File: src/rtl/wwsf_pkg.sv
package wwsf_pkg;

  // Input kind codes
  localparam logic [1:0] KIND_CLEAR   = 2'd0;
  localparam logic [1:0] KIND_PATTERN = 2'd1;
  localparam logic [1:0] KIND_MESSAGE = 2'd2;

  // Glob wildcards
  localparam logic [15:0] SYM_ANY = 16'h003F;  // '?'
  localparam logic [15:0] SYM_RUN = 16'h002A;  // '*'

  // Token that walks down the slot chain, one cell per cycle while the chain advances
  typedef struct packed {
    logic        clr;       // empty the store
    logic        wr;        // store sym in the first free slot
    logic [15:0] sym;       // pattern or message character
    logic        first;     // stored slot opens a pattern
    logic        unmark;    // drop the end mark of the last filled slot
    logic        ch;        // message character step
    logic        fresh;     // character opens a word
    logic        fin;       // word ends after this step
    logic        emit;      // message verdict leaves at the tail
    logic        ovf;       // store overflow flag to report
    logic        prev_old;  // mark of the previous slot before the step
    logic        prev_new;  // mark of the previous slot after the step
    logic        hit;       // some end slot matched the finished word
  } tok_t;

  // Unicode whitespace set used to split patterns and words
  function automatic logic is_blank(input logic [15:0] c);
    logic b;
    b = 1'b0;
    if (c >= 16'h0009 && c <= 16'h000D) b = 1'b1;
    if (c == 16'h0020 || c == 16'h0085 || c == 16'h00A0 || c == 16'h1680) b = 1'b1;
    if (c >= 16'h2000 && c <= 16'h200A) b = 1'b1;
    if (c == 16'h2028 || c == 16'h2029 || c == 16'h202F || c == 16'h205F) b = 1'b1;
    if (c == 16'h3000) b = 1'b1;
    return b;
  endfunction

endpackage

File: src/rtl/wwsf_head.sv
module wwsf_head
  import wwsf_pkg::*;
#(
  parameter int PATTERN_SLOTS = 256
) (
  input  logic        clk,
  input  logic        rst_n,
  input  logic        in_valid,
  input  logic        accept,
  input  logic [1:0]  kind,
  input  logic [15:0] symbol,
  input  logic        last,
  output tok_t        tok
);

  localparam int FILL_W = $clog2(PATTERN_SLOTS + 1);

  logic [FILL_W-1:0] fill_r, fill_nxt;
  logic              loading_r, loading_nxt;
  logic              reading_r, reading_nxt;
  logic              ovf_r, ovf_nxt;
  logic              blank;
  logic              full;

  // Decode the transaction into a chain token and update stream state
  always_comb begin
    blank       = is_blank(symbol);
    full        = (fill_r == FILL_W'(PATTERN_SLOTS));
    tok         = '0;
    fill_nxt    = fill_r;
    loading_nxt = loading_r;
    reading_nxt = reading_r;
    ovf_nxt     = ovf_r;
    if (in_valid) begin
      case (kind)
        KIND_CLEAR: begin
          tok.clr     = 1'b1;
          fill_nxt    = '0;
          loading_nxt = 1'b0;
          ovf_nxt     = 1'b0;
        end
        KIND_PATTERN: begin
          if (blank) begin
            loading_nxt = 1'b0;
          end else if (full) begin
            // cut pattern loses its end so it never matches
            tok.unmark  = !ovf_r && loading_r;
            ovf_nxt     = 1'b1;
            loading_nxt = 1'b1;
          end else begin
            tok.wr      = 1'b1;
            tok.sym     = symbol;
            tok.first   = !loading_r;
            tok.unmark  = loading_r && (fill_r != '0);
            fill_nxt    = fill_r + FILL_W'(1);
            loading_nxt = 1'b1;
          end
        end
        KIND_MESSAGE: begin
          tok.emit = last;
          tok.ovf  = ovf_r;
          if (blank) begin
            tok.fin     = reading_r;
            reading_nxt = 1'b0;
          end else begin
            tok.ch      = 1'b1;
            tok.sym     = symbol;
            tok.fresh   = !reading_r;
            tok.fin     = last;
            reading_nxt = !last;
          end
        end
        default: begin
        end
      endcase
    end
  end

  always_ff @(posedge clk) begin
    if (!rst_n) begin
      fill_r    <= '0;
      loading_r <= 1'b0;
      reading_r <= 1'b0;
      ovf_r     <= 1'b0;
    end else if (accept) begin
      fill_r    <= fill_nxt;
      loading_r <= loading_nxt;
      reading_r <= reading_nxt;
      ovf_r     <= ovf_nxt;
    end
  end

endmodule

File: config.mk
export PLATFORM = sky130hd
export DESIGN_NAME = wwsf_head
export DESIGN_NICKNAME = d
export VERILOG_FILES = /design/src/rtl/wwsf_pkg.sv /design/src/rtl/wwsf_head.sv
export SDC_FILE = /design/constraint.sdc
export NUM_CORES = 1
export LEC_CHECK = 0
export BUFFER_PORTS_ARGS = -buffer_cell sky130_fd_sc_hd__buf_2
export CORE_MARGIN = 4
export CORE_UTILIZATION = 30
export CTS_CLUSTER_DIAMETER = 80
export DETAILED_ROUTE_END_ITERATION = 16
export SYNTH_ARGS = -nofsm -noshare
export SYNTH_HDL_FRONTEND = slang
export SYNTH_SLANG_ARGS = --single-unit
File: constraint.sdc
create_clock -name clk -period 2.5 [get_ports clk]
set_input_delay 0.25 -clock clk [delete_from_list [all_inputs] [get_ports clk]]
set_output_delay 0.25 -clock clk [all_outputs]
set_load 0.03 [all_outputs]
== Word-level counts from Yosys, hierarchy flattened ==
Index checks and enable logic that the tools add are counted.

* Flip-flop bits (word level): 12
* Bits of input ports: 23
* Output and inout port bits: 28

* Add/sub/neg operators: 1
* Magnitude comparators: 4
* Equality and inequality tests: 15
* Muxes and demuxes: 26
* Reductions and logical operators: 21

{| class="wikitable"
|+ Operator list
! operator !! number
|-
| 16-bit by 14-bit equality test with 1-bit output, second input constant || 5
|-
| 16-bit by 8-bit equality test with 1-bit output, second input constant || 2
|-
| 16-bit case mux with 2 select lines || 1
|-
| 25-bit 2-to-1 mux || 1
|-
| 19-bit 2-to-1 mux || 1
|-
| 18-bit 2-to-1 mux || 1
|-
| 9-bit 2-to-1 mux || 2
|-
| 9-bit case mux with 2 select lines || 1
|-
| 16-bit by 13-bit equality test with 1-bit output, second input constant || 1
|-
| 16-bit by 6-bit equality test with 1-bit output, second input constant || 1
|-
| 16-bit by 14-bit >= comparator with 1-bit output, second input constant || 1
|-
| 16-bit by 4-bit >= comparator with 1-bit output, second input constant || 1
|-
| 16-bit by 14-bit <= comparator with 1-bit output, second input constant || 1
|-
| 16-bit by 4-bit <= comparator with 1-bit output, second input constant || 1
|-
| 16-bit 2-to-1 mux || 1
|-
| 1-bit 2-to-1 mux || 13
|-
| 5-bit AND reduction || 2
|-
| 9-bit by 1-bit adder with 9-bit output, second input constant || 1
|-
| 9-bit equality test, second input constant || 1
|-
| 9-bit nonzero test || 1
|-
| 1-bit logical OR || 6
|-
| 2-bit != test, second input constant || 3
|-
| 3-bit AND reduction || 2
|-
| 5-bit 2-to-1 mux || 1
|-
| other kinds (8) || 16
|}

== Depth between registers and ports, before layout ==
* Depth in word-level cells: 11
* Depth in mapped cells: 8
* Depth with buffers taken out: 7

== Worst setup path after synthesis ==
Ideal clock, no wire load.

* Path type: input to output
* Start point: input port symbol[2]
* End point: output port tok[9] in the netlist's numbering
* Data arrival time: 2.619 ns
* Path slack: -0.369 ns
* Stages on the path: 7
* Cells stage by stage: or3_1 -> a41oi_2 -> o21ai_2 -> a31o_1 -> buf_2 -> nor3b_1 -> nor2b_1

{| class="wikitable"
|+ RTL lines
! what !! line !! text
|-
| start, declared || wwsf_head.sv:11 || <nowiki>input logic [15:0] symbol,</nowiki>
|-
| end, declared || wwsf_head.sv:13 || <nowiki>output tok_t tok</nowiki>
|}

==> impl_metrics.prom <==
# TYPE chip_impl_metric gauge
chip_impl_metric{name="antenna_violating_nets_left",unit=""} 0
chip_impl_info{name="outcome",value="finished clean"} 1
chip_impl_metric{name="internal_power",unit="W"} 0.000348
chip_impl_info{name="crit_path_start_kind",value="primary input"} 1
chip_impl_metric{name="post-synth-top-area-fraction",unit=""} 0.206
chip_impl_metric{name="setup_viol",unit=""} 0
chip_impl_metric{name="setup_tns",unit="ns"} 0
chip_impl_metric{name="avgSynthCellArea",unit="µm²"} 7.33
chip_impl_info{name="root_buffer",value="sky130_fd_sc_hd__clkbuf_8"} 1
chip_impl_metric{name="timing_max_transition_violations_final",unit=""} 0
chip_impl_metric{name="detailroute.via_count",unit=""} 1357
chip_impl_metric{name="drtIter0Drc",unit=""} 73
chip_impl_metric{name="drt-total-wl",unit="mm"} 3.33
chip_impl_metric{name="cts_made_buffers",unit=""} 3
chip_impl_metric{name="worst_setup_hold_path_clk_slew",unit="ns"} 0.05
chip_impl_metric{name="fin_worst_hold_slack",unit="ns"} 0.308
chip_impl_metric{name="count_of_maximum_capacitance_violations",unit=""} 0
chip_impl_metric{name="die-area",unit="µm²"} 4950
chip_impl_metric{name="worst_path_largest_cell_delay",unit="ns"} 0.45
chip_impl_metric{name="clock_tree.htree_level_count",unit=""} 1
chip_impl_info{name="path_delay_family",value="compound AO/OA/AOI/OAI gates"} 1
chip_impl_metric{name="finalCriticalPeriod",unit="ns"} 2.37
chip_impl_metric{name="num-nets-final",unit=""} 237
chip_impl_metric{name="syn-cell-area",unit="µm²"} 1170
chip_impl_metric{name="worst_clock_skew",unit="ns"} 0.00100
chip_impl_info{name="synth_top_flop_cell",value="sky130_fd_sc_hd__dfxtp_1"} 1
chip_impl_info{name="slowest_stage",value="sky130_fd_sc_hd__nor4_2"} 1
chip_impl_metric{name="grt_overflow_total",unit=""} 0
chip_impl_metric{name="route.detailed.wl_per_inst",unit="µm"} 13.1
chip_impl_metric{name="synth_cell_type_count",unit=""} 48
chip_impl_metric{name="peakVddDrop",unit="µV"} 161
chip_impl_metric{name="sw_ratio",unit=""} 0.324
chip_impl_metric{name="synthArstFlopShare",unit=""} 0
chip_impl_metric{name="synth-warning-count",unit=""} 0
chip_impl_metric{name="num_io_pins",unit=""} 51
chip_impl_metric{name="first_global_vias",unit=""} 1151
chip_impl_metric{name="required_time_at_the_worst_slack_endpoint",unit="ns"} 2.25
chip_impl_metric{name="cellLeakagePower",unit="nW"} 0.678
chip_impl_metric{name="timing.reg2reg.setup_slack",unit="ns"} 0.48
chip_impl_metric{name="drt_via_density",unit=""} 5.32
chip_impl_metric{name="cts.sink_count",unit=""} 12
chip_impl_metric{name="place_congestion",unit=""} 0.889
chip_impl_metric{name="starting_density",unit=""} 0.314
chip_impl_metric{name="switching_component_of_the_power",unit="W"} 0.000166
chip_impl_metric{name="power.share.clock",unit=""} 0.343
chip_impl_metric{name="drt_drc_violations_left",unit=""} 0
chip_impl_metric{name="period_share",unit=""} 0.946
chip_impl_info{name="most-common-layout-cells",value="sky130_fd_sc_hd__buf_2, sky130_fd_sc_hd__nand2_1, sky130_fd_sc_hd__and2_1, sky130_fd_sc_hd__dfxtp_1"} 1
chip_impl_metric{name="grt_pass1_wl",unit="mm"} 5.18
chip_impl_metric{name="synth_seq_area_share",unit=""} 0.206
chip_impl_metric{name="final_layout_size_suffix_gt1_frac",unit=""} 0.314
chip_impl_metric{name="cts_setup_buffers",unit=""} 0
chip_impl_metric{name="final_hold_viol_count",unit=""} 0
chip_impl_metric{name="layout-area-overhead-vs-synth",unit="%"} 31.1
chip_impl_metric{name="synth_seq_cells",unit=""} 12
chip_impl_metric{name="grt_max_degree",unit=""} 16
chip_impl_info{name="endpoint_type_of_the_worst_setup_path",value="output pin"} 1
chip_impl_info{name="tritoncts",value="yes"} 1
chip_impl_metric{name="multi_input_area",unit="µm²"} 892
chip_impl_metric{name="floorplan.die.width",unit="µm"} 70.3
chip_impl_metric{name="dieHeight",unit="µm"} 70.3
chip_impl_metric{name="max-clock-path-buffers",unit=""} 2
chip_impl_metric{name="layout.cell_area.non_filler",unit="µm²"} 1530
chip_impl_metric{name="firstDrtPassIters",unit=""} 4
chip_impl_info{name="critical_path.cell_chain",value="buf_2 > nor4_2 > o21ai_0 > o311ai_2 > a31o_1 > buf_4 > mux2i_1 > nor2_1 > buf_2"} 1
chip_impl_metric{name="antenna_cells",unit=""} 0
chip_impl_metric{name="syn_inst_count",unit=""} 159
chip_impl_info{name="crit_type",value="primary input to output pin"} 1
chip_impl_metric{name="detailed_place_hpwl",unit="mm"} 2.54
chip_impl_info{name="cp_common_cell",value="sky130_fd_sc_hd__buf_2"} 1
chip_impl_metric{name="critical_path.n_buffers_inverters",unit=""} 3
chip_impl_metric{name="grt_usage",unit=""} 0.125
chip_impl_metric{name="portBuffers",unit=""} 47
chip_impl_metric{name="dpl-instance-area",unit="µm²"} 1460
chip_impl_metric{name="cts-resized-gates",unit=""} 0
chip_impl_metric{name="clkLatencyLatePin",unit="ns"} 0.24
chip_impl_metric{name="critical_path_peak_fanout",unit=""} 9
chip_impl_metric{name="postLayoutSetupSlackWorst",unit="ns"} 0.134
chip_impl_metric{name="power.density_cell_area",unit="nW/µm²"} 336
chip_impl_metric{name="initial_antenna_violation_count",unit=""} 0
chip_impl_metric{name="post-layout-total-power",unit="W"} 0.000514
chip_impl_info{name="synthDominantAreaCellType",value="sky130_fd_sc_hd__dfxtp_1"} 1
chip_impl_metric{name="fillerInstances",unit=""} 392
chip_impl_metric{name="place_worst_setup_slack",unit="ns"} 0.0553
chip_impl_info{name="grt_setup_unrepaired",value="no"} 1
chip_impl_info{name="synth.top_cells.by_area",value="sky130_fd_sc_hd__dfxtp_1, sky130_fd_sc_hd__and2_1, sky130_fd_sc_hd__nand2_1"} 1
chip_impl_metric{name="synth-edff-count",unit=""} 0
chip_impl_metric{name="design.core.area",unit="µm²"} 3720
chip_impl_metric{name="highest_clock_rate",unit="MHz"} 423
chip_impl_metric{name="power.share.sequential",unit=""} 0.379
chip_impl_metric{name="sequential_cell_area",unit="µm²"} 240
chip_impl_metric{name="placement_rows",unit=""} 22
chip_impl_metric{name="hold_bufs_inserted_after_cts",unit=""} 0
chip_impl_info{name="layout_commonest_cell",value="sky130_fd_sc_hd__buf_2"} 1
chip_impl_info{name="hold_path.class",value="primary input to flop"} 1
chip_impl_metric{name="proportion_of_power_drawn_by_combinational_gates",unit=""} 0.278
chip_impl_metric{name="critical_path_arrival",unit="ns"} 2.12
-- power groups by stage --
stage / clock network (W) / registers [W] / logic [W]
after CTS: 0.000183 / 0.000195 / 0.000137
after floorplan: 0 / 0.000198 / 0.0000870
final: 0.000176 / 0.000195 / 0.000143
after detailed placement: 0 / 0.000199 / 0.000136
after global routing: 0.000195 / 0.000195 / 0.000156
after global placement: 0 / 0.000199 / 0.000136
-- final cells by class --
cell class | instances | area share
multi-input combinational | 133 | 0.583
timing repair buffer | 51 | 0.173
sequential | 12 | 0.157
tap | 48 | 0.0393
clock buffer | 3 | 0.0270
inverter | 8 | 0.0196
-- registers in the layout, indices dropped and copies added (netlist names) --
signal     count
loading_r      1
ovf_r          1
reading_r      1
fill_r         9
-- per-stage QoR --
step	util	std cells
2_1_floorplan	-	161
3_3_place_gp	0.392	252
3_5_place_dp	0.392	252
4_1_cts	0.403	255
5_1_grt	0.411	255
6_report	0.411	255
-- synthesized netlist by cell type, drive strengths merged, types with 4 or more instances --
| cell | instances |
|---|---|
| nor3b | 4 |
| o31ai | 4 |
| nor2 | 11 |
| and2 | 16 |
| nand4 | 6 |
| dfxtp | 12 |
| nor4 | 7 |
| inv | 8 |
| or4 | 5 |
| ha | 5 |
| a21oi | 12 |
| o21ai | 4 |
| nand2 | 17 |
| buf | 6 |
-- final timing paths --
check | startpoint | end | cells after the start
setup / recovery | symbol[6] | tok[5] | 9
hold / removal | last | reading_r | 3
setup reg to reg | fill_r[1] | fill_r[7] | 7
hold reg to reg | reading_r | reading_r | 2
-- worst min-delay path, delay by kind of cell --
family,cells,cell delay [ns]
compound gates,1,0.06
simple gates,1,0.10
buf+inv,1,0.09
-- per-layer routing --
layer / GRT usage / wire [µm]
met5: 0 / 0
met4: 0.0255 / 22
met3: 0.0374 / 212
met2: 0.194 / 1570
met1: 0.170 / 1530
-- logic make-up after synthesis --
kind of cell	synth area share
multiplexers	0.0172
AND/OR/NAND/NOR	0.428
other	0.00322
adder cells (fa/ha/maj)	0.0536
buffers and inverters	0.0697
AO/OA/AOI/OAI	0.222
flip-flops	0.206
No activity file was read; power rests on OpenSTA's default activity.
