===== config.mk =====
export PLATFORM = sky130hd
export DESIGN_NAME = wwsf_cell
export DESIGN_NICKNAME = d
export VERILOG_FILES = /design/src/rtl/wwsf_pkg.sv /design/src/rtl/wwsf_cell.sv
export SDC_FILE = /design/constraint.sdc
export NUM_CORES = 1
export LEC_CHECK = 0
export ABC_AREA = 1
export BUFFER_PORTS_ARGS = -buffer_cell sky130_fd_sc_hd__buf_2
export CAP_MARGIN = 40
export CORE_MARGIN = 1.5
export CORE_UTILIZATION = 55
export DETAILED_ROUTE_END_ITERATION = 16
export PLACE_DENSITY = 0.87
export SYNTH_ARGS = -nofsm -noshare
export SYNTH_HDL_FRONTEND = slang
export SYNTH_SLANG_ARGS = --single-unit

===== constraint.sdc =====
create_clock -name clk -period 2.4 [get_ports clk]
set_input_delay 0.36 -clock clk [delete_from_list [all_inputs] [get_ports clk]]
set_output_delay 0.36 -clock clk [all_outputs]
set_load 0.01 [all_outputs]

===== src/rtl/wwsf_pkg.sv =====
package wwsf_pkg;

  // Input kind codes
  localparam logic [1:0] KIND_CLEAR   = 2'd0;
  localparam logic [1:0] KIND_PATTERN = 2'd1;
  localparam logic [1:0] KIND_MESSAGE = 2'd2;

  // Glob wildcards
  localparam logic [15:0] SYM_ANY = 16'h003F;  // '?'
  localparam logic [15:0] SYM_RUN = 16'h002A;  // '*'

  // Token that walks down the slot chain, one cell per cycle while the chain advances
  typedef struct packed {
    logic        clr;       // empty the store
    logic        wr;        // store sym in the first free slot
    logic [15:0] sym;       // pattern or message character
    logic        first;     // stored slot opens a pattern
    logic        unmark;    // drop the end mark of the last filled slot
    logic        ch;        // message character step
    logic        fresh;     // character opens a word
    logic        fin;       // word ends after this step
    logic        emit;      // message verdict leaves at the tail
    logic        ovf;       // store overflow flag to report
    logic        prev_old;  // mark of the previous slot before the step
    logic        prev_new;  // mark of the previous slot after the step
    logic        hit;       // some end slot matched the finished word
  } tok_t;

  // Unicode whitespace set used to split patterns and words
  function automatic logic is_blank(input logic [15:0] c);
    logic b;
    b = 1'b0;
    if (c >= 16'h0009 && c <= 16'h000D) b = 1'b1;
    if (c == 16'h0020 || c == 16'h0085 || c == 16'h00A0 || c == 16'h1680) b = 1'b1;
    if (c >= 16'h2000 && c <= 16'h200A) b = 1'b1;
    if (c == 16'h2028 || c == 16'h2029 || c == 16'h202F || c == 16'h205F) b = 1'b1;
    if (c == 16'h3000) b = 1'b1;
    return b;
  endfunction

endpackage


===== src/rtl/wwsf_cell.sv =====
module wwsf_cell
  import wwsf_pkg::*;
(
  input  logic clk,
  input  logic rst_n,
  input  logic adv,
  input  tok_t tok_in,
  input  logic nxt_valid,
  output logic valid,
  output tok_t tok_out
);

  logic [15:0] sym_r;
  logic        first_r;
  logic        end_r;
  logic        valid_r;
  logic        active_r;
  tok_t        tok_r;

  logic        run;
  logic        in_old;
  logic        in_new;
  logic        old_mark;
  logic        now_mark;
  logic        end_mark;
  tok_t        tok_nxt;

  // Match step for this slot
  always_comb begin
    run      = (sym_r == SYM_RUN);
    in_old   = first_r ? tok_in.fresh : tok_in.prev_old;
    in_new   = first_r ? 1'b0 : tok_in.prev_new;
    old_mark = tok_in.fresh ? (run && in_old) : active_r;
    if (run) begin
      now_mark = old_mark || in_new;
    end else begin
      now_mark = in_old && (sym_r == SYM_ANY || sym_r == tok_in.sym);
    end
    end_mark = tok_in.ch ? now_mark : active_r;
  end

  // Outgoing token
  always_comb begin
    tok_nxt = tok_in;
    if (tok_in.wr && !valid_r) begin
      tok_nxt.wr = 1'b0;
    end
    if (valid_r && tok_in.ch) begin
      tok_nxt.prev_old = old_mark;
      tok_nxt.prev_new = now_mark;
    end
    if (valid_r && tok_in.fin && end_r && end_mark) begin
      tok_nxt.hit = 1'b1;
    end
  end

  // Slot contents
  always_ff @(posedge clk) begin
    if (adv && tok_in.wr && !valid_r) begin
      sym_r   <= tok_in.sym;
      first_r <= tok_in.first;
    end
  end

  // Slot control and marks
  always_ff @(posedge clk) begin
    if (!rst_n) begin
      valid_r  <= 1'b0;
      active_r <= 1'b0;
      end_r    <= 1'b0;
      tok_r    <= '0;
    end else if (adv) begin
      tok_r <= tok_nxt;
      if (tok_in.clr) begin
        valid_r  <= 1'b0;
        active_r <= 1'b0;
      end else if (tok_in.wr && !valid_r) begin
        valid_r  <= 1'b1;
        active_r <= 1'b0;
        end_r    <= 1'b1;
      end else if (valid_r) begin
        if (tok_in.unmark && !nxt_valid) begin
          end_r <= 1'b0;
        end
        if (tok_in.ch) begin
          active_r <= now_mark;
        end
      end
    end
  end

  assign valid   = valid_r;
  assign tok_out = tok_r;

endmodule


# After elaboration in Yosys (flattened, before gate mapping)
# Index checks and enable logic that the tools add are counted.
word_totals:
  reg_bits: 48
  inputBits: 32
  out_inout_bits: 29
  word_cells: 59
classes:
  eq_ne: 3
  muxes: 16
  bitwise_logic: 1
  n_reduce_logical: 21
op_table:
  columns: ["op", "count"]
  rows:
  - ["16-bit by 6-bit == test with 1-bit output (second input constant)", 2]
  - ["16-bit == test", 1]
  - ["1-bit 2-to-1 mux", 15]
  - ["1-bit logical AND", 10]
  - ["2-bit nonzero test", 3]
  - ["2-bit AND reduction", 2]
  - ["4-bit AND reduction", 1]
  - ["3-bit nonzero test", 1]
  - ["1-bit zero test", 2]
  - ["1-bit logical OR", 2]
  - ["2-bit 2-to-1 mux", 1]
  - ["1-bit NOT", 1]

# Depth between registers and ports, before layout
# Gate-level depths: netlist of run 1.
depth:
  word_depth: 9
  mapped_depth: 12
  depth_no_buf: 12

# Worst setup path before layout of run 1
# Ideal clock, no wire load.
synth_path:
  path_kind: "input -> register"
  from: "in adv"
  to: "reg first_r, enable pin"
  setup_time_ns: 0.392
  t_arrival_ns: 1.335
  required_time_ns: 2.008
  setup_slack_ns: 0.673
  cell_stages: 3
  path_buffers: 1
  cell_sequence: "buf_2 -> nand2_1 -> nor2_1"
synth_between:
  elab_chain_len: 2
synth_rtl:
  columns: ["item", "line_no", "rtl"]
  rows:
  - ["start, declared", "wwsf_cell.sv:6", "input logic adv,"]
  - ["1-bit logical AND (2 in series)", "wwsf_cell.sv:59", "if (adv && tok_in.wr && !valid_r) begin"]
  - ["end signal, assigned", "wwsf_cell.sv:61", "first_r <= tok_in.first;"]
  - ["end, declared", "wwsf_cell.sv:14", "logic first_r;"]
# No other way between the ends.
# A chain may end at the register's enable or synchronous reset.

# Worst setup path after layout of run 1
layout_path:
  from: "reg sym_r[14]"
  to: "reg active_r"
layout_between:
  elab_chain_len: 9
  elab_cells_between_ends: 13
  classes_between: "eq/ne: 3; mux: 6; reduce/logical: 4"
layout_rtl:
  columns: ["item", "line_no", "rtl"]
  rows:
  - ["start, declared", "wwsf_cell.sv:13", "logic [15:0] sym_r;"]
  - ["start signal, assigned", "wwsf_cell.sv:60", "sym_r <= tok_in.sym;"]
  - ["16-bit by 6-bit == test with 1-bit output", "wwsf_cell.sv:30", "run = (sym_r == SYM_RUN);"]
  - ["1-bit logical AND", "wwsf_cell.sv:33", "old_mark = tok_in.fresh ? (run && in_old) : active_r;"]
  - ["1-bit 2-to-1 mux", "wwsf_cell.sv:33", null]
  - ["1-bit logical OR", "wwsf_cell.sv:35", "now_mark = old_mark || in_new;"]
  - ["1-bit 2-to-1 mux (*)", "wwsf_cell.sv:34", "if (run) begin"]
  - ["1-bit 2-to-1 mux (*)", "wwsf_cell.sv:85", "if (tok_in.ch) begin"]
  - ["1-bit 2-to-1 mux (*)", "wwsf_cell.sv:81", "end else if (valid_r) begin"]
  - ["1-bit 2-to-1 mux (*)", "wwsf_cell.sv:77", "end else if (tok_in.wr && !valid_r) begin"]
  - ["1-bit 2-to-1 mux (*)", "wwsf_cell.sv:74", "if (tok_in.clr) begin"]
  - ["end signal, assigned", "wwsf_cell.sv:86", "active_r <= now_mark;"]
  - ["end, declared", "wwsf_cell.sv:17", "logic active_r;"]
# Mark *: on every way between the ends. The rest lies on a longest branch, timed or not. The select of a mux whose other input is x is not followed.

==> flow_summary_export.csv, run 1 <==
group,metric,value,unit
power,power_density,618,mW/mm^2
final_layout,multiInputGateArea,791,sq um
power,p_sw_share,25.2,%
floorplanning,num_rows,22,
global_routing,antenna_found_initial,0,
sta,final.period_utilization,60.0,%
power,p_total,1560,uW
global_routing,grt_overflow,0,
critical_path,cp_max_fo,3,
clock_network,clk_pin_slew_worst_paths,0.09,ns
final_layout,antenna_cells,0,
route,drt-pass1-iter-count,4,
placement,routabilityCongestion,0.741,
global_routing,grt_pass1_wl,7.26,mm
route,wl_per_cell,11.5,um
sta,tightest_slew,0.433,ns
synth,syn_nets,302,
sta,rsz0062_at_grt,"false",
synth,yosysMostFrequentCell,"nand2_1",
synth,ys_ff_latch,48,
sta,setup_viol,0,
final_layout,final_nets,362,
synth,synth_common_cells,"66 x nand2_1, 36 x inv_1, 35 x nor2_1, 31 x dfxtp_1, 29 x o21ai_0",
clock_network,cts_buffers,5,
synth,syn_inst,270,
final_layout,layout-drive-gt1-share,24.2,%
outcome,outcome,"finished, final reports clean",
synth,synth_top_area_share,29.5,%
sta,clock_skew,0.00932,ns
final_layout,area_growth,19.8,%
global_routing,grt.total_usage,22.1,%
placement,port_buffers,60,
floorplanning,fp.dieArea,0.00421,sq mm
final_layout,utilization,68.9,%
final_layout,postLayoutCellArea,0.00252,sq mm
power,ir_drop,0.384,mV
synth,synth_warnings,0,
floorplanning,core,0.00366,sq mm
floorplanning,fp.dieW,64.9,um
critical_path,cp.arrival,1.63,ns
global_routing,grt_max_degree,29,
synth,synth_area,0.00211,sq mm
critical_path,critPathKind,"reg -> reg",
clock_network,cts_hold_buffers,0,
route,antenna_left,0,
route,drtIter0Drc,65,
power,p_leak,0.00127,uW
clock_network,clkSinkCount,48,
floorplanning,ioPinCount,61,
route,drc,0,
power,p_sw,393,uW
route,vias,1865,
route,via_per_inst,4.92,
power,clockPowerShare,28.5,%
sta,slew_headroom,71.1,%
sta,min_period,1.44,ns
critical_path,start_kind,"flip-flop",
floorplanning,initial_core_util,57.6,%
synth,synth_flop_cell,"dfxtp_1",
clock_network,post_cts_buffers,0,
power,combPwrFrac,12.9,%
synth,synth_edf_count,17,
sta,slew_violations,0,
synth,synth-seq-area-share,53.7,%
power,p_int,1170,uW
synth,synth_cell_types,21,
synth,synth_top_cell_by_area,"dfxtp_1",
final_layout,ff_latch_area,0.00113,sq mm
critical_path,critPathRequiredTime,2.59,ns
clock_network,cts_resized,0,
sta,hold_viol,0,
synth,synth-async-reset-ratio,0,%
route,routed_wl,4.34,mm
placement,hpwl,3.26,mm
critical_path,end_kind,"flip-flop",
worst_hold_path,hold_class,"in -> reg",
clock_network,cts_tree,"done",
placement,place_area,0.00244,sq mm
synth,synth_area_leaders,"dfxtp_1 29%, edfxtp_1 24%, nand2_1 12%",
job,max-cap-violations,0,
floorplanning,die_height,64.9,um
sta,fin_tns_setup,0,ns
synth,avgSynthCellArea,7.80,sq um
clock_network,clock_path_buffers,2,
final_layout,fill_cells,306,
power,seqPwrFrac,58.6,%
global_routing,first_global_vias,1717,
clock_network,htree_levels,2,
clock_network,clock_latency,0.30,ns
sta,max_freq,694,MHz
clock_network,clock-root-buffer,"clkbuf_8",
==> flip-flops by register name, indices dropped and copies added (netlist names) <==
name,cells
active_r,1
end_r,1
first_r,1
sym_r,16
tok_out,28
valid,1
==> metal layers <==
metal | track usage [%] | routed length (um) | vias up
li1 | - | - | 982
met1 | 27.2 | 2010 | 826
met2 | 37.4 | 2040 | 50
met3 | 5.73 | 242 | 7
met4 | 8.24 | 49 | 0
met5 | 0 | 0 | -
==> final cells by class <==
type | instances | share of cell area, %
Multi-Input combinational cell | 174 | 31.3
Clock buffer | 6 | 2.88
Clock inverter | 2 | 0.297
Timing Repair Buffer | 62 | 12.5
Inverter | 39 | 5.80
Tap cell | 48 | 2.38
Sequential cell | 48 | 44.8
==> layout by cell type (no fill, tap or decap), drive strengths merged <==
master,n
nand2,67
buf,62
inv,39
nor2,37
dfxtp,31
o21ai,30
a21oi,26
edfxtp,17
nand4,7
clkbuf,6
nand3,4
clkinv,2
o31ai,2
and2,1
==> stage by stage <==
step / hold WS, ns / setup WS (ns) / instances
after floorplan: 0.444 / 0.673 / 270
after global placement: 0.450 / 0.974 / 371
after detailed placement: 0.460 / 0.939 / 371
after CTS: 0.255 / 0.948 / 379
after global routing: 0.249 / 0.811 / 379
final: 0.259 / 0.959 / 379
==> power by group through the flow <==
stage	combinational (uW)	sequential (uW)	clock, uW
after floorplan	101	945	0
after global placement	198	930	0
after detailed placement	203	932	0
after CTS	203	914	452
after global routing	230	919	488
final	201	914	444
==> critical path, cell delays in order (launching register included) <==
cell	delay, ns
edfxtp_1	0.41
inv_1	0.09
nand4_1	0.11
nor2_1	0.18
and2_2	0.21
nor2_2	0.04
nand2_2	0.08
nand3_2	0.07
nand2_1	0.09
o21ai_2	0.05
==> kinds of logic (layout without fill, tap and decap cells) <==
family | Yosys count | in the layout | synth area share [%]
flip-flops | 48 | 48 | 53.7
AO/OA/AOI/OAI | 58 | 58 | 14.8
buffers and inverters | 48 | 109 | 8.79
AND/OR/NAND/NOR | 116 | 116 | 22.7
==> final timing paths <==
check                                                 to  cells past startpoint                      from  slack [ns]
worst max-delay path               active_r$_SDFFE_PN0P_                      9       sym_r[14]$_DFFE_PP_        0.96
worst min-delay path                   first_r$_DFFE_PP_                      1                 tok_in[9]        0.26
worst max register to register     active_r$_SDFFE_PN0P_                      9       sym_r[14]$_DFFE_PP_        0.96
worst min register to register  tok_out[27]$_SDFFE_PN0P_                      2  tok_out[27]$_SDFFE_PN0P_        0.48
Note: power is estimated with default switching activity, not from simulation.
==> run 2, diff against run 1 <==
Settings changed: ABC_AREA 1 to 0, CORE_UTILIZATION 55 to 46, PLACE_DENSITY 0.87 to 0.78.
Clock period 2.4 ns to 1.31 ns, I/O delays scaled along.
==> run 2 against run 1 <==
  * The run now ends with setup timing left
  * Combinational power increased by 120%
  * Highest routed layer unchanged
  * Sequential share of layout area fell by 3.8 points
  * Sequential cell count stayed put
  * Critical path type unchanged
==> flow_summary_export.csv, run 2 <==
group,metric,value,unit
critical_path,r2r_start,"sym_r[8]$_DFFE_PP_",
clock_network,cts_buffers,5,
clock_network,htree_levels,2,
final_layout,utilization,62.9,%
clock_network,clk_pin_slew_worst_paths,0.09,ns
synth,synth_common_cells,"31 x dfxtp_1, 24 x mux2i_1, 24 x nor2b_1, 17 x edfxtp_1, 16 x xnor2_1",
power,power_density,1140,mW/mm^2
sta,final.period_utilization,134,%
synth,syn_inst,182,
clock_network,clock-root-buffer,"clkbuf_8",
synth,synth_fa_ha_area_share,0,%
route,drt-pass1-iter-count,4,
synth,synth-async-reset-ratio,0,%
floorplanning,fp.dieW,70.5,um
critical_path,reg2reg_depth,6,
route,via_per_inst,5.17,
floorplanning,core,0.00438,sq mm
sta,setup_viol,4,
placement,place_area,0.00260,sq mm
route,antenna_left,0,
global_routing,first_global_vias,1528,
outcome,outcome,"finished, violations left",
route,drc,0,
global_routing,grt_pass1_wl,7.07,mm
global_routing,grt_max_degree,22,
sta,slew_headroom,65.8,%
synth,synth_flop_cell,"dfxtp_1",
critical_path,cp_max_fo,3,
power,ir_drop,0.848,mV
final_layout,fill_cells,364,
final_layout,layout_common_cells,"60 x buf_2, 31 x dfxtp_1, 24 x nor2b_1, 24 x mux2i_1, 21 x buf_4",
clock_network,clock_latency,0.30,ns
route,drtIter0Drc,65,
route,routed_wl,4.57,mm
final_layout,largest_reg_flops,28,
clock_network,clock_path_buffers,2,
placement,hpwl,3.13,mm
synth,synth_edf_count,17,
final_layout,postLayoutCellArea,0.00276,sq mm
placement,port_buffers,60,
worst_hold_path,hp-start,"tok_in[9]",
synth,synth_cell_types,33,
critical_path,r2r_slack,-0.44,ns
synth,synth_warnings,0,
sta,max_freq,572,MHz
synth,synth_top_area_share,29.6,%
global_routing,grt_overflow,0,
sta,worst_slack,-0.439,ns
sta,min_period,1.75,ns
floorplanning,num_rows,24,
synth,synthSimpleGateAreaFrac,18.4,%
floorplanning,fp.dieArea,0.00497,sq mm
worst_hold_path,hold_class,"in -> reg",
placement,dp.cells,305,
clock_network,cts_hold_buffers,0,
worst_hold_path,whs_endpoint,"first_r$_DFFE_PP_",
synth,synth-seq-area-share,53.9,%
worst_hold_path,min_path_cells,1,
synth,synth_area,0.00210,sq mm
sta,hold_viol,0,
critical_path,end_kind,"flip-flop",
final_layout,layout-drive-gt1-share,37.3,%
clock_network,clkSinkCount,48,
final_layout,final_nets,294,
placement,routabilityCongestion,0.874,
synth,synth_top_family_by_area,"simple AND/OR/NAND/NOR gates",
critical_path,critPathKind,"reg -> reg",
synth,yosysMostFrequentCell,"dfxtp_1",
sta,tightest_slew,0.507,ns
sta,clock_skew,0.00404,ns
clock_network,cts_tree,"done",
synth,yosys.area_share.xor_xnor,6.68,%
critical_path,critPathRequiredTime,1.54,ns
floorplanning,ioPinCount,61,
power,p_total,3150,uW
route,wl_per_cell,14.5,um
route,vias,1628,
synth,synth_top_cell_by_area,"dfxtp_1",
sta,slew_violations,0,
synth,syn_nets,214,
sta,rsz0062_at_grt,"true",
final_layout,area_growth,31.5,%
sta,holdWs,0.0938,ns
final_layout,antenna_cells,0,
synth,ys_ff_latch,48,
global_routing,antenna_found_initial,0,
final_layout,final_common_cell,"buf_2",
synth,synth.area.mux_share,12.0,%
synth,avgSynthCellArea,11.5,sq um
global_routing,grt.total_usage,18.3,%
outcome,violations,"setup timing",
floorplanning,die_height,70.5,um
job,max-cap-violations,0,
synth,synth_area_leaders,"dfxtp_1 30%, edfxtp_1 24%, mux2i_1 11%",
critical_path,r2r_end,"tok_out[0]$_SDFFE_PN0P_",
power,p_leak,0.00120,uW
final_layout,stdcell_count,315,
critical_path,start_kind,"flip-flop",
synth,synth_compound_area_share,7.22,%
critical_path,cp.arrival,1.98,ns
floorplanning,initial_core_util,47.8,%
==> run 2: cell types whose count changed after synthesis, moves of 4 or more <==
cell / delta
o21ai_1: +4
xnor2_1: +16
nor2b_1: +24
nand2_1: -60
o21ai_0: -27
nor2_1: -31
mux2i_1: +24
nand2b_1: +4
inv_1: -36
a21oi_1: -19
==> run 2: critical path: stages (launching register included) <==
cell and delay [ns]:
edfxtp_1 0.44, nor4_4 0.33, nand4_1 0.22, buf_4 0.19, a21oi_1 0.20, o22ai_2 0.15, o21ai_1 0.16
==> run 2: power by group <==
part	internal [uW]	switching (uW)	total [uW]
Combinational	218	218	436
Sequential	1620	43.0	1670
Clock	565	485	1050
Total	2410	746	3150
==> run 2: cell type report <==
type                    instances  area (sq um)  area share (%)
flip-flops and latches         48          1130            41.0
well taps                      52          65.1            2.36
clock inverters                 3          42.5            1.54
multi-input cells             125           972            35.3
clock buffers                   5          68.8            2.50
repair buffers                 82           478            17.3
==> run 2: stage by stage <==
stage               TNS (ns)  setup WS (ns)
floorplan             -0.481         -0.148
global placement      -0.724         -0.219
detailed placement     -1.13         -0.339
CTS                    -1.08         -0.316
global route           -1.75         -0.522
finish                 -1.46         -0.439
==> run 2: worst max path at each step <==
stage	startpoint	to	slack, ns	cells after the start
floorplan	sym_r[0]$_DFFE_PP_	active_r$_SDFFE_PN0P_	-0.15	4
finish	sym_r[8]$_DFFE_PP_	tok_out[0]$_SDFFE_PN0P_	-0.44	6
global placement	sym_r[7]$_DFFE_PP_	tok_out[0]$_SDFFE_PN0P_	-0.22	5
detailed placement	sym_r[7]$_DFFE_PP_	active_r$_SDFFE_PN0P_	-0.34	5
CTS	sym_r[7]$_DFFE_PP_	active_r$_SDFFE_PN0P_	-0.32	5
global route	sym_r[8]$_DFFE_PP_	active_r$_SDFFE_PN0P_	-0.52	6
==> run 2: layer usage <==
layer  global-route usage [%]  up-vias  part of all wire (%)
li1                         -      815                     -
met1                     23.1      762                    43
met2                     30.1       45                    50
met3                     4.76        6                   4.6
met4                     6.84        0                   1.5
met5                        0        -                     0
==> run 2: cell families after synthesis <==
family | after synthesis
DFF | 48
xor gates and xnor gates | 16
AOI/OAI and AO/OA | 22
and+or+nand+nor | 62
buffers and inverters | 9
muxes | 25
==> run 2: timing repair <==
action	4_1_cts	5_1_grt
setup endpoints to repair	4	4
resized for setup	1	3
pin swaps	1	8
buffers inserted	1	1
endpoints found under the hold margin	0	0
